===== src/sv/mmtb_pkg.sv =====
package mmtb_pkg;

  localparam int MAX_CELLS  = 64;
  localparam int FEAT_W     = 16;
  localparam int NUM_FEAT   = 4;
  localparam int IN_W       = 16;
  localparam int CUT_W      = 7;
  localparam int LVL_W      = 3;
  localparam int CELL_IDX_W = 6;
  localparam int CFG_IDX_W  = 1;
  localparam int CFG_DATA_W = 7;
  localparam int CNT_W      = $clog2(MAX_CELLS + 1);
  localparam int ADDR_W     = (MAX_CELLS > 1) ? $clog2(MAX_CELLS) : 1;
  localparam int PROD_W     = FEAT_W + 1 + CUT_W;

  localparam logic [CUT_W-1:0] PCT_SCALE    = 7'd100;
  localparam logic [CUT_W-1:0] LOW_CUT_RST  = 7'd33;
  localparam logic [CUT_W-1:0] HIGH_CUT_RST = 7'd66;

  // configuration register indexes
  localparam logic [CFG_IDX_W-1:0] REG_LOW_CUT  = 1'd0;
  localparam logic [CFG_IDX_W-1:0] REG_HIGH_CUT = 1'd1;

  // level codes: one-hot, with LVL_NONE as all zeros
  localparam logic [LVL_W-1:0] LVL_NONE = 3'd0;
  localparam logic [LVL_W-1:0] LVL_LOW  = 3'd1;
  localparam logic [LVL_W-1:0] LVL_MED  = 3'd2;
  localparam logic [LVL_W-1:0] LVL_HIGH = 3'd4;

  typedef logic signed [FEAT_W-1:0] feat_t;
  typedef logic [NUM_FEAT-1:0][FEAT_W-1:0] featv_t;
  typedef logic [CUT_W-1:0] cut_t;
  typedef logic [IN_W-1:0] in_feat_t;
  typedef logic [LVL_W-1:0] lvl_t;

  typedef struct packed {
    logic load;   // take the input cell
    logic rd;     // read cell store at the emit index
    logic fill;   // capture a result into the output register
    logic next;   // advance the emit index
    logic done;   // close the set
  } cmd_t;

  typedef struct packed {
    logic last;   // emit index points at the final stored cell
  } status_t;

endpackage


===== src/sv/mmtb_ctrl.sv =====
module mmtb_ctrl (
  input  logic              clk_i,
  input  logic              rst_ni,
  input  logic              in_valid_i,
  output logic              in_stall_o,
  input  logic              last_cell_i,
  output logic              out_valid_o,
  input  logic              out_stall_i,
  output mmtb_pkg::cmd_t    cmd_o,
  input  mmtb_pkg::status_t status_i
);
  import mmtb_pkg::*;

  typedef enum logic [3:0] {
    ST_LOAD = 4'b0001,
    ST_READ = 4'b0010,
    ST_FILL = 4'b0100,
    ST_SEND = 4'b1000
  } state_e;

  state_e state_q, state_d;
  logic   in_acc, out_acc;

  assign in_stall_o  = (state_q != ST_LOAD);
  assign out_valid_o = (state_q == ST_SEND);
  assign in_acc      = in_valid_i && !in_stall_o;
  assign out_acc     = out_valid_o && !out_stall_i;

  always_comb begin
    cmd_o      = '0;
    cmd_o.load = in_acc;
    cmd_o.rd   = (state_q == ST_READ);
    cmd_o.fill = (state_q == ST_FILL);
    cmd_o.next = out_acc && !status_i.last;
    cmd_o.done = out_acc && status_i.last;
  end

  always_comb begin
    state_d = state_q;
    case (state_q)
      ST_LOAD: begin
        if (in_acc && last_cell_i) state_d = ST_READ;
      end
      ST_READ: state_d = ST_FILL;
      ST_FILL: state_d = ST_SEND;
      ST_SEND: begin
        if (out_acc) state_d = status_i.last ? ST_LOAD : ST_READ;
      end
      default: state_d = ST_LOAD;
    endcase
  end

  always_ff @(posedge clk_i or negedge rst_ni) begin
    if (!rst_ni) begin
      state_q <= ST_LOAD;
    end else begin
      state_q <= state_d;
    end
  end

  a_last_starts_emit: assert property (@(posedge clk_i) disable iff (!rst_ni)
    (in_acc && last_cell_i) |=> (state_q == ST_READ))
    else $error("last cell did not start emission");

  a_final_closes_set: assert property (@(posedge clk_i) disable iff (!rst_ni)
    (out_acc && status_i.last) |=> (state_q == ST_LOAD))
    else $error("final result did not reopen loading");

  a_no_load_in_emit: assert property (@(posedge clk_i) disable iff (!rst_ni)
    out_valid_o |-> !cmd_o.load)
    else $error("cell loaded during emission");

endmodule


===== config.mk =====
export PLATFORM = sky130hd
export DESIGN_NAME = mmtb_ctrl
export DESIGN_NICKNAME = d
export VERILOG_FILES = /design/src/sv/mmtb_pkg.sv /design/src/sv/mmtb_ctrl.sv
export SDC_FILE = /design/constraint.sdc
export NUM_CORES = 1
export LEC_CHECK = 0
export BUFFER_PORTS_ARGS = -buffer_cell sky130_fd_sc_hd__clkbuf_2
export CORE_AREA = 2 2 39 41
export CTS_BUF_LIST = sky130_fd_sc_hd__clkbuf_4 sky130_fd_sc_hd__clkbuf_8
export DETAILED_ROUTE_END_ITERATION = 6
export DIE_AREA = 0 0 41 43
export PLACE_DENSITY_LB_ADDON = 0.25
export SYNTH_ARGS = -nofsm -noshare
export SYNTH_HDL_FRONTEND = slang
export SYNTH_SLANG_ARGS = --single-unit

===== constraint.sdc =====
create_clock -name clk_i -period 3.35 [get_ports clk_i]
set_input_delay 0.8375 -clock clk_i [delete_from_list [all_inputs] [get_ports clk_i]]
set_output_delay 0.8375 -clock clk_i [all_outputs]
set_load 0.01 [all_outputs]

==> flow_metrics.env, run 1 <==
export IMPL_synthMuxAreaShare_pct=0
export IMPL_synthDistinctLibCells=17
export IMPL_rr_endpoint="state_q[1]$_DFFE_PN0P_"
export IMPL_fin_nets=47
export IMPL_port_buffers=12
export IMPL_path_delay_family="simple AND/OR/NAND/NOR gates"
export IMPL_synth_top_family_by_area="simple AND/OR/NAND/NOR gates"
export IMPL_r2r_slack_ns=1.92
export IMPL_synthAdderAreaFrac_pct=0
export IMPL_dp_slack_ns=1.20
export IMPL_first_pass_iters=2
export IMPL_first_global_vias=199
export IMPL_p_leak_uw=0.000184
export IMPL_m1WireLength_um=227
export IMPL_initial_core_util_pct=17.6
export IMPL_p_per_area_nw_per_um2=438
export IMPL_drive_gt1_share_pct=47.5
export IMPL_overflow=0
export IMPL_maxCapViolCount=0
export IMPL_timing_rr_start="state_q[0]$_DFFE_PN1P_"
export IMPL_regMostFlops="state_q"
export IMPL_yosys_warnings=0
export IMPL_worstPathRequired_ns=2.51
export IMPL_largest_reg_flops=4
export IMPL_cts_tree="done"
export IMPL_slew_headroom_pct=73.3
export IMPL_largest_registers="state_q (4)"
export IMPL_antenna_left=0
export IMPL_fillers=164
export IMPL_ir_drop_mv=0.123
export IMPL_crit_start="state_q[0]$_DFFE_PN1P_"
export IMPL_cts_resized_gates=0
export IMPL_cts_max_path_buffers=2
export IMPL_critPathBufInv=1
export IMPL_clock_root_buffer="clkbuf_4"
export IMPL_status="finished, final reports clean"
export IMPL_cts_max_level=1
export IMPL_ys_ff_latch=4
export IMPL_antenna_found_initial=0
export IMPL_rows=14
export IMPL_min_path_type="in -> async"
export IMPL_drv_slew=0
export IMPL_ios=13
export IMPL_die_area_um2=1760
export IMPL_hold_viol_final=0
export IMPL_reg2regPathDepth=3
export IMPL_viasPerCell=4.09
export IMPL_dp_hpwl_um=387
export IMPL_grt_pass1_wl_um=807
export IMPL_rsz0062_at_grt="false"
export IMPL_total_power_uw=152
export IMPL_synth_compound_area_share_pct=8.21
export IMPL_worstMarginPinSlew_ns=0.399
export IMPL_groute_usage_overall_pct=7.45
export IMPL_drcViolationCount=0
export IMPL_cts_setup_buffers=0
export IMPL_die_w_um=41
export IMPL_dieHeight_um=43
export IMPL_syn_area_per_cell_um2=9.76
export IMPL_area_growth_pct=42.1
export IMPL_core_um2=1380
export IMPL_setup_worst_path_class="reg -> out"
export IMPL_synth_xor_area_share_pct=3.59
export IMPL_routed_wl_met2_um=187
export IMPL_setup_ws_ns=0.948
export IMPL_wl_um=496
export IMPL_drt_iter0_markers=2
export IMPL_tns_ns=0
export IMPL_cp_arrival_ns=1.56
export IMPL_synthSimpleGateAreaFrac_pct=39.0
export IMPL_period_minus_slack_ns=2.40
export IMPL_cp_slowest_cell="dfstp_2"
export IMPL_wl_per_cell_um=8.86
export IMPL_setup_violations=0
export IMPL_grt_max_degree=7
export IMPL_diodes=0
export IMPL_cp_cell_sequence="or4b_1 > nor2_1 > clkbuf_2"
export IMPL_finClkSkew_ns=0.00698
export IMPL_numCtsBuffers=3
export IMPL_cts_sinks=4
export IMPL_ys_seq_area_share_pct=41.5
export IMPL_route_met3_wl_um=71
export IMPL_period_share_pct=71.7
export IMPL_crit_path_start_kind="flop"
export IMPL_syn_nets=31
export IMPL_vias=229
export IMPL_whs_ns=0.393
export IMPL_worstSkewPairLatency_ns=0.24
export IMPL_syn_area_um2=244
export IMPL_path_max_fanout=6
export IMPL_hold_buffers=0
export IMPL_endpoint_kind="output port"
export IMPL_clk_pin_slew_ns=0.04
export IMPL_routed_top_layer="met4"
export IMPL_max_stage_delay_ns=0.56
export IMPL_max_clock_freq_ghz=0.416
export IMPL_gp_congestion=0.598
export IMPL_postSynthCellCount=25
==> cells by family after synthesis <==
group,Yosys count
xor+xnor,1
simple gates,13
buf+inv,4
flops,4
compound gates,3
==> cells in the mapped netlist (all sizes together) <==
| master | number | area [um^2] |
|---|---|---|
| buf | 1 | 7.51 |
| nor2 | 2 | 10.0 |
| nor4b | 3 | 32.5 |
| nor2b | 1 | 6.26 |
| dfstp | 1 | 26.3 |
| nand3b | 1 | 7.51 |
| o21ai | 1 | 5.00 |
| nor3b | 1 | 7.51 |
| or4b | 2 | 20.0 |
| inv | 3 | 11.3 |
| o31ai | 1 | 7.51 |
| xnor2 | 1 | 8.76 |
| dfrtp | 3 | 75.1 |
| nand2 | 3 | 11.3 |
| o21a | 1 | 7.51 |
==> power by group <==
part,internal [uW],switching [uW]
Combinational,10.1,10.2
Clock,52.9,22.0
Sequential,52.4,4.31
Total,115,36.5
==> per-stage QoR <==
step | std cells | utilization (%) | cell area (um^2)
5_1_grt | 56 | 25.0 | 347
3_3_place_gp | 52 | 22.9 | 317
3_5_place_dp | 52 | 22.9 | 317
2_1_floorplan | 25 | - | 244
4_1_cts | 56 | 25.0 | 347
6_report | 56 | 25.0 | 347
==> per-layer routing <==
layer  vias to the layer above  global-route usage (%)
li1                        118                       -
met1                        96                    8.77
met2                        13                    8.13
met3                         2                    6.28
met4                         0                    6.00
met5                         -                       0
==> cells in the final DEF, fill, tap and decap left out, drive strengths merged <==
| master | instances |
|---|---|
| nand3b | 1 |
| dfrtp | 3 |
| o21a | 1 |
| o31ai | 1 |
| dfstp | 1 |
| xnor2 | 1 |
| nor4b | 3 |
| o21ai | 1 |
| clkbuf | 16 |
| nand2 | 3 |
| nor2b | 1 |
| inv | 3 |
| nor3b | 1 |
| nor2 | 2 |
| or4b | 2 |
==> worst max path at each step <==
stage	slack [ns]	depth (start not counted)	end
floorplan	1.19	3	cmd_o[4]
global placement	1.21	3	cmd_o[4]
detailed placement	1.20	3	cmd_o[4]
CTS	0.94	3	cmd_o[4]
global route	0.89	3	cmd_o[4]
finish	0.95	3	cmd_o[4]
==> worst reg2reg max path: stages, from the launching register on <==
cell and delay (ns):
dfstp_2 0.56, or4b_1 0.51, nor2_2 0.16, o21a_1 0.13
==> layout make-up <==
| class | instances | area, um^2 | area share [%] |
|---|---|---|---|
| multi-input combinational | 17 | 124 | 35.7 |
| sequential | 4 | 101 | 29.2 |
| timing repair buffer | 12 | 60.1 | 17.3 |
| clock buffer | 4 | 30.0 | 8.66 |
| tap | 16 | 20.0 | 5.78 |
| inverter | 3 | 11.3 | 3.25 |
Power figures use the tool's default switching activity.
==> run 2, diff against run 1 <==
Settings changed: ABC_AREA set to 1.
Clock period 3.35 ns to 2.1 ns, I/O delays scaled along.
==> run 2 against run 1 <==
Final cell count grew 27%; clock power up 62%; clock-buffer cell count is the same; synthesized cell count rose by 60%; non-clock buffer count unchanged; clock skew up 0.0043 ns; hold slack lost 0.32 ns; critical endpoint is now cmd_o[1]; highest routed layer is now met3.
==> flow_metrics.env, run 2 <==
export IMPL_clock_root_buffer="clkbuf_4"
export IMPL_postSynthCellCount=40
export IMPL_cts_sinks=4
export IMPL_status="finished, final reports clean"
export IMPL_worstMarginPinSlew_ns=0.201
export IMPL_period_share_pct=87.6
export IMPL_power_switching_uw=190
export IMPL_worstPathRequired_ns=1.57
export IMPL_ios=13
export IMPL_synth_ff_type="dfrtp_1"
export IMPL_synth_edf_count=0
export IMPL_drive_gt1_share_pct=40.0
export IMPL_worstSkewPairLatency_ns=0.24
export IMPL_yosys_warnings=0
export IMPL_crit_start="state_q[1]$_DFFE_PN0P_"
export IMPL_grt_max_degree=5
export IMPL_regMostFlops="state_q"
export IMPL_placedInstanceArea_um2=348
export IMPL_cts_tree="done"
export IMPL_setup_ws_ns=0.260
export IMPL_yosysTopAreaCell="dfrtp_1"
export IMPL_ys_async_sr_fraction_pct=100
export IMPL_cp_arrival_ns=1.32
export IMPL_core_um2=1380
export IMPL_fin_util_pct=27.3
export IMPL_synth_area_leaders="dfrtp_1 27%, inv_1 12%, nor2_1 11%"
export IMPL_die_w_um=41
export IMPL_largest_registers="state_q (4)"
export IMPL_drv_slew=0
export IMPL_viasPerCell=3.85
export IMPL_initial_core_util_pct=19.9
export IMPL_ys_seq_area_share_pct=36.8
export IMPL_endpoint_kind="output port"
export IMPL_tns_ns=0
export IMPL_comb_power_share_pct=44.1
export IMPL_max_stage_delay_ns=0.42
export IMPL_period_minus_slack_ns=1.84
export IMPL_cts_resized_gates=0
export IMPL_fin_nets=62
export IMPL_overflow=0
export IMPL_p_leak_uw=0.000259
export IMPL_setup_violations=0
export IMPL_timing_rr_start="state_q[0]$_DFFE_PN1P_"
export IMPL_syn_area_um2=275
export IMPL_largest_reg_flops=4
export IMPL_grt_pass1_wl_um=1000
export IMPL_rsz0062_at_grt="false"
export IMPL_cp_cell_sequence="nor2_4 > nand2_2 > or2_1 > nor2_1 > clkbuf_2"
export IMPL_numCtsBuffers=3
export IMPL_total_power_uw=467
export IMPL_cts_max_level=1
export IMPL_min_path_type="in -> async"
export IMPL_dp_slack_ns=0.508
export IMPL_groute_usage_overall_pct=8.89
export IMPL_switching_share_pct=40.7
export IMPL_rows=14
export IMPL_ir_drop_mv=0.482
export IMPL_final_cell_area_um2=378
export IMPL_cts_max_path_buffers=2
export IMPL_area_growth_pct=37.3
export IMPL_antenna_left=0
export IMPL_vias=273
export IMPL_p_int_uw=277
export IMPL_synthDistinctLibCells=13
export IMPL_gp_congestion=0.744
export IMPL_hold_viol_final=0
export IMPL_wl_per_cell_um=7.69
export IMPL_drt_iter0_markers=2
export IMPL_cts_setup_buffers=0
export IMPL_dieHeight_um=43
export IMPL_setup_worst_path_class="reg -> out"
export IMPL_wl_um=546
export IMPL_antenna_found_initial=0
export IMPL_slew_headroom_pct=86.6
export IMPL_drcViolationCount=0
export IMPL_finClkSkew_ns=0.0113
export IMPL_dp_hpwl_um=453
export IMPL_max_clock_freq_ghz=0.543
export IMPL_die_area_um2=1760
export IMPL_reg2regPathDepth=7
export IMPL_syn_area_per_cell_um2=6.88
export IMPL_clk_pin_slew_ns=0.05
export IMPL_yosysTopAreaCellShare_pct=27.3
export IMPL_syn_nets=46
export IMPL_diodes=0
export IMPL_cp_slowest_cell="dfrtp_1"
export IMPL_pwr_share_seq_pct=30.1
export IMPL_ys_ff_latch=4
export IMPL_p_per_area_nw_per_um2=1240
export IMPL_layout_commonest_cell="clkbuf_2"
export IMPL_port_buffers=12
export IMPL_crit_path_start_kind="flop"
export IMPL_maxCapViolCount=0
export IMPL_hold_buffers=0
export IMPL_netlist_top_cells_count="9 x inv_1, 8 x nor2_1, 7 x nand2_1"
export IMPL_first_global_vias=252
export IMPL_layout_common_cells="12 x clkbuf_2, 9 x inv_1, 8 x nor2_1"
export IMPL_first_pass_iters=2
export IMPL_synth_most_common_cell="inv_1"
export IMPL_path_max_fanout=4
export IMPL_clkPwrFrac_pct=25.8
-- run 2: changes by cell type in the layout (fill, tap and decap cells not counted), moves of 2 or more --
cell / change
nor4b_1: -2
nand3_1: +4
nand2_1: +4
nor2_1: +7
inv_1: +6
nor2_4: +2
or4b_1: -2
-- run 2: area by class of cell --
cell class | count | area [um^2]
Clock buffer | 4 | 30.0
Tap cell | 16 | 20.0
Inverter | 9 | 33.8
Multi-Input combinational cell | 26 | 133
Sequential cell | 4 | 101
Timing Repair Buffer | 12 | 60.1
Fill cell | 154 | 1010
-- run 2: stage by stage --
step / std cells / hold slack, ns
final: 71 / 0.0761
after global routing: 71 / 0.0724
after global placement: 67 / 0.334
after CTS: 71 / 0.0673
after floorplan: 40 / 0.229
after detailed placement: 67 / 0.334
-- run 2: critical path, delay by kind of cell (launching register included) --
kind,cells,cell delay [ns]
flip-flops,1,0.42
AND/OR/NAND/NOR,4,0.53
buffers and inverters,1,0.13
-- run 2: path summary, 6_finish.rpt --
path / slack (ns) / end
min: 0.08 / state_q[3]$_DFFE_PN0P_
min in group clk_i: 0.59 / state_q[1]$_DFFE_PN0P_
max: 0.26 / cmd_o[1]
max reg2reg: 0.97 / state_q[0]$_DFFE_PN1P_
max in group asynchronous: 1.81 / state_q[0]$_DFFE_PN1P_
min reg2reg: 0.64 / state_q[2]$_DFFE_PN0P_
-- run 2: per-layer routing --
layer | global-route usage, % | up-vias | share of wire, %
li1 | - | 148 | -
met1 | 11.8 | 118 | 50
met2 | 10.6 | 7 | 43
met3 | 4.71 | 0 | 6.4
met4 | 6.00 | 0 | 0
met5 | 0 | - | 0
-- run 2: power by group through the flow --
stage               logic [uW]  registers (uW)  clock network [uW]
floorplan                  160             139                   0
global placement           213             142                   0
detailed placement         211             143                   0
CTS                        211             142                 128
global route               240             145                 131
finish                     206             141                 121
-- run 2: cells by family (layout without fill, tap and decap cells) --
| family | count (synthesis) | in the layout | synth area share [%] |
|---|---|---|---|
| compound gates | 1 | 1 | 1.82 |
| buf+inv | 10 | 25 | 15.0 |
| flops | 4 | 4 | 36.8 |
| simple gates | 25 | 25 | 46.4 |
